File: src/hw/rtl/tsc_pkg.sv
// Shared types and constants for the Taylor sine/cosine core.
package tsc_pkg;

   localparam int MAX_TERMS_DEF  = 16;
   localparam int GUARD_BITS_DEF = 10;

   // pi scaled by 2^62, rounded to nearest
   localparam logic [63:0] PI_Q62 = 64'hC90F_DAA2_2168_C235;

   // conditional subtract steps for the 2*pi remainder (quotient below 64)
   localparam int RED_STEPS = 6;

   localparam int THR_W       = 30;
   localparam int CSR_AW      = 3;
   localparam int CSR_DW      = 32;
   localparam logic [THR_W-1:0] THR_RESET = 30'd1;

   // register index codes
   localparam logic [CSR_AW-3:0] REG_THRESHOLD = 1'b0;

   typedef struct packed {
      logic valid;
      logic neg;    // result sign to apply
      logic run;    // series still summing
      logic red;    // angle needs 2*pi reduction
   } tsc_ctl_type;

endpackage

File: src/hw/rtl/tsc_mul.sv
// Two-stage unsigned multiplier built from 32x32 partial products.
module tsc_mul
   import tsc_pkg::*;
#(
   parameter int AW = 32,
   parameter int BW = 32
)(
   input  logic              clock,
   input  logic              en,
   input  logic [AW-1:0]     a,
   input  logic [BW-1:0]     b,
   output logic [AW+BW-1:0]  p
);

   localparam int MAXW = (AW > BW) ? AW : BW;
   localparam int NL   = (MAXW + 31) / 32;
   localparam int PW   = NL * 64;

   logic [NL*32-1:0] a_ext;
   logic [NL*32-1:0] b_ext;
   logic [63:0]      pp_ff [NL*NL];
   logic [PW-1:0]    acc;
   logic [AW+BW-1:0] p_ff;

   assign a_ext = (NL*32)'(a);
   assign b_ext = (NL*32)'(b);

   always_ff @(posedge clock) begin
      if (en) begin
         for (int i = 0; i < NL; i++) begin
            for (int j = 0; j < NL; j++) begin
               pp_ff[i*NL+j] <= a_ext[i*32 +: 32] * b_ext[j*32 +: 32];
            end
         end
      end
   end

   always_comb begin
      acc = '0;
      for (int i = 0; i < NL; i++) begin
         for (int j = 0; j < NL; j++) begin
            acc = acc + (PW'(pp_ff[i*NL+j]) << (32*(i+j)));
         end
      end
   end

   always_ff @(posedge clock) begin
      if (en) begin
         p_ff <= acc[AW+BW-1:0];
      end
   end

   assign p = p_ff;

endmodule

File: config.mk
export PLATFORM = sky130hd
export DESIGN_NAME = tsc_mul
export DESIGN_NICKNAME = d
export VERILOG_FILES = /design/src/hw/rtl/tsc_pkg.sv /design/src/hw/rtl/tsc_mul.sv
export SDC_FILE = /design/constraint.sdc
export NUM_CORES = 2
export LEC_CHECK = 0
export ABC_CLOCK_PERIOD_IN_PS = 14200
export BUFFER_PORTS_ARGS = -buffer_cell sky130_fd_sc_hd__buf_2
export CAP_MARGIN = 40
export CORE_MARGIN = 8
export CORE_UTILIZATION = 40
export CTS_BUF_LIST = sky130_fd_sc_hd__clkbuf_8
export CTS_CLUSTER_DIAMETER = 150
export DETAILED_ROUTE_END_ITERATION = 8
export PLACE_DENSITY_LB_ADDON = 0.25
export REMOVE_ABC_BUFFERS = 1
export SLEW_MARGIN = 15
export SYNTH_ARGS = -nofsm -noshare
export SYNTH_HDL_FRONTEND = slang
export SYNTH_SLANG_ARGS = --single-unit
File: constraint.sdc
create_clock -name clock -period 14.2 [get_ports clock]
set_input_delay 0.71 -clock clock [delete_from_list [all_inputs] [get_ports clock]]
set_output_delay 0.71 -clock clock [all_outputs]
set_load 0.03 [all_outputs]
# Yosys cells after proc, flatten, opt, wreduce, memory -nomap -nowiden
# Memory sizes are Yosys's and may differ from the RTL's. A register that Yosys moved wholly into a read port is not among the register bits.
# Index checks and enable logic that the tools add are counted.
[classes] multipliers=1 n_mux=2
[ops] operator="$mul A32 B32 Y64" count=1
[ops] operator="$mux W1" count=2
[word_totals] regBits=0 mem_bits_rw=64 inputBits=66 out_inout_bits=64 word_cells=4 mem_count=1
[memory_table] memory="pp_ff" words=1 width=64 read_ports=1 rd_clocked_by_memory_dff=1 write_ports=1 line="tsc_mul.sv:21" source="logic [63:0] pp_ff [NL*NL];"

# Depth between registers and ports, before layout
[logic_depth] ltp_word=2 ltp_mapped=29 depth_no_buf=28

# Worst setup path before layout
# Ideal clock, no wire load.
[synth_timing] path_type="input to register" start="input b[9]" end="memory pp_ff[0][60] (data pin)" setup_ps=262 arrival_time_ps=7769 t_required_ps=13938 path_slack_ps=6169 path_stages=26 cell_sequence="clkbuf_1 > nand2_1 > fa_1 > inv_1 > fa_1 > inv_1 > fa_1 > inv_1 > fa_1 > fa_1 > fa_1 > fa_1 > inv_1 > fa_1 > inv_1 > ha_1 > and3_1 > and3_2 > and2_4 > a2111o_1 > a32oi_1 > a31oi_1 > a221o_1 > a221oi_1 > o21ai_1 > xor2_1"
[synth_via] elab_chain_cells=1
[synth_lines] item="start: declaration" line="tsc_mul.sv:11" source="input logic [BW-1:0] b,"
[synth_lines] item="$mul A32 B32 Y64" line="tsc_mul.sv:32" source="pp_ff[i*NL+j] <= a_ext[i*32 +: 32] * b_ext[j*32 +: 32];"
[synth_lines] item="end: declaration" line="tsc_mul.sv:21"
# No other way between the ends.

# Final worst setup path
# Ends and elaborated chain as after synthesis.

==> impl_metrics.toml <==
[min_path]
whs_path_depth = 0
hold_path.class = "flop to flop"
min-delay-start = "pp_ff[0][51]$_DFFE_PP_"
min_to = "p[51]$_DFFE_PP_"

[synth]
synth_area_per_cell_um2 = 9.79
synth.top_cells.by_area = "fa_1 48%, edfxtp_1 10%, and2_1 10%, ha_1 8.9%, inv_1 8.7%"
synth_warnings = 0
synth_cell_type_count = 71
syn_inst = 3791
ys_seq_area_share_pct = 10.4
synth_top_area_share_pct = 48.3
ys.flop_type = "edfxtp_1"
synth-seq-cells = 128
synth_edf_count = 128
async_flop_share_pct = 0
synth_area_um2 = 37100
yosysTopAreaCell = "fa_1"

[die]
die_h_um = 321
initial_core_util_pct = 40.4
ios = 130
rows = 111
die_x_um = 321
dieArea_um2 = 103000
core_area_um2 = 91800

[critical_path]
reg2reg_to = "p[53]$_DFFE_PP_"
critical_path.endpoint_type = "flop"
crit_arrival_ns = 9.12
reg2reg_from = "pp_ff[0][53]$_DFFE_PP_"
criticalPathCategory = "input pin to flop"
worstPathRequired_ns = 14.42
start_kind = "input pin"
rr_worst_depth = 0
reg2reg_setup_slack_ns = 13.53
path_max_fanout = 32

[clock_tree]
clock_latency_ns = 0.47
ctsResizeCount = 0
cts_tree = "done"
clock-sinks = 128
cts.path.max_buffers = 2
cts_made_buffers = 17
cts-hold-fix-buffers = 0
postCtsSetupRepairBufs = 0
cts_max_level = 4
path_clk_slew_ns = 0.09
cts_root_buf = "clkbuf_8"

[placement]
post_dp_cell_area_um2 = 38700
place_congestion = 0.865
dpl_worst_slack_ns = 4.83
hpwl_mm = 76.6
port_buffers = 129

[route]
drc = 0
vias = 25191
drt_iter0_drc = 1496
post_drt_wl_per_cell_um = 20.1
detail-route-antenna-nets = 0
first_pass_iters = 5
via_per_inst = 5.02
totalWireLength_mm = 101

[grt]
antenna_found_initial = 3
busiest_layer = "met2"
use_met3_pct = 2.68
grt_pass1_wl_mm = 162
grtUsageTotal_pct = 20.1
grt_max_degree = 62
overflow = 0
grt_pass1_vias = 28138
grtUsageMet2_pct = 36.0
grt_use_met1_pct = 25.6

[sta]
finalMaxSlewViolations = 0
tightest_slew_ns = 0.900
worst_hold_slack_ns = 0.414
post-route-min-period_ns = 8.91
setup_tns_ns = 0
hold_viol = 0
setup_viol = 0
max_slew_margin_pct = 40.0
finalCritPeriodShare_pct = 62.7
grt_setup_unrepaired = "false"
setup_slack_ns = 5.29
clock.fmax_mhz = 112
skew_ns = 0.0104

[final_layout]
layout-drive-gt1-share_pct = 5.70
area_delta_synth_final_pct = 5.65
fillers = 9027
final_cell_area_um2 = 39200
finish.net_count = 4986

[run]
drv_cap = 0

[status]
status = "completed"
registers in the layout (all words and copies together), names as in the netlist:
| signal | cells |
|---|---|
| pp_ff | 64 |
| p | 64 |
stage by stage:
| stage | util, % | instances |
|---|---|---|
| 2_1_floorplan | - | 3577 |
| 5_1_grt | 42.7 | 5017 |
| 4_1_cts | 42.6 | 5012 |
| 6_report | 42.7 | 5018 |
| 3_3_place_gp | 42.1 | 4978 |
| 3_5_place_dp | 42.1 | 4980 |
worst max path at each step:
stage	to	from	depth (start not counted)	slack [ns]
after detailed placement	pp_ff[0][60]$_DFFE_PP_	b[23]	24	4.83
after global placement	pp_ff[0][60]$_DFFE_PP_	a[11]	23	4.94
after CTS	pp_ff[0][60]$_DFFE_PP_	b[23]	24	5.33
after floorplan	pp_ff[0][60]$_DFFE_PP_	a[26]	24	6.41
final	pp_ff[0][60]$_DFFE_PP_	b[9]	23	5.29
after global routing	pp_ff[0][60]$_DFFE_PP_	b[8]	26	5.01
synth_stat cells (all sizes together), types with 2 or more instances:
cell,instances
and2,601
nor2b,3
and3,9
a31oi,16
o21ai,40
fa,896
o41ai,2
nand4,18
a21o,34
a211oi,5
nor2,31
nand2,473
xnor2,35
clkbuf,207
nand2b,3
o21bai,9
o31ai,3
ha,263
o21a,5
nor3,7
buf,5
a21oi,66
a211o,3
edfxtp,128
a41oi,2
a221oi,2
inv,861
nand3,11
xor2,27
metal layers:
layer,wire length [um],up-vias
li1,-,11019
met1,41300,13339
met2,51900,696
met3,5100,137
met4,2610,0
met5,0,-
cell usage in the layout (no fill, tap or decap), drive strengths merged, types with 34 or more instances in the layout:
cell type / synthesis / final
fa: 896 / 896
inv: 861 / 866
and2: 601 / 601
nand2: 473 / 473
ha: 263 / 263
buf: 5 / 165
edfxtp: 128 / 128
a21oi: 66 / 66
o21ai: 40 / 40
xnor2: 35 / 35
a21o: 34 / 34
worst max-delay path, stage by stage:
cell,delay [ns]
buf_2,0.65
and2_1,0.26
fa_1,0.45
fa_1,0.58
inv_1,0.06
fa_1,0.55
fa_1,0.44
fa_1,0.54
inv_1,0.05
fa_1,0.45
fa_1,0.51
fa_1,0.47
ha_1,0.38
nand2_1,0.18
nor2_1,0.07
a211o_2,0.36
a2111o_1,0.44
a32oi_1,0.49
a31oi_1,0.31
a221o_1,0.44
a221oi_1,0.43
o21ai_1,0.12
xor2_1,0.15
logic make-up after synthesis:
kind of cell    Yosys count  share of synthesized area [%]
mux                       1                         0.0270
compound gates          202                           3.58
xor+xnor                 62                           1.46
fa+ha+maj              1159                           57.2
buf+inv                1075                           11.1
flops                   128                           10.4
simple gates           1164                           16.2
area by class of cell:
type / instances / area [um^2] / share of cell area (%)
clock inverters: 15 / 156 / 0.399
flip-flops and latches: 128 / 3840 / 9.81
inverters: 861 / 3230 / 8.25
well taps: 1243 / 1560 / 3.97
clock buffers: 17 / 234 / 0.597
repair buffers: 165 / 1040 / 2.65
diodes: 1 / 2.50 / 0.00638
multi-input cells: 2588 / 29100 / 74.3
Power is not shown: default switching activity piles up to over one toggle a cycle in this logic, so the estimate is an artifact.
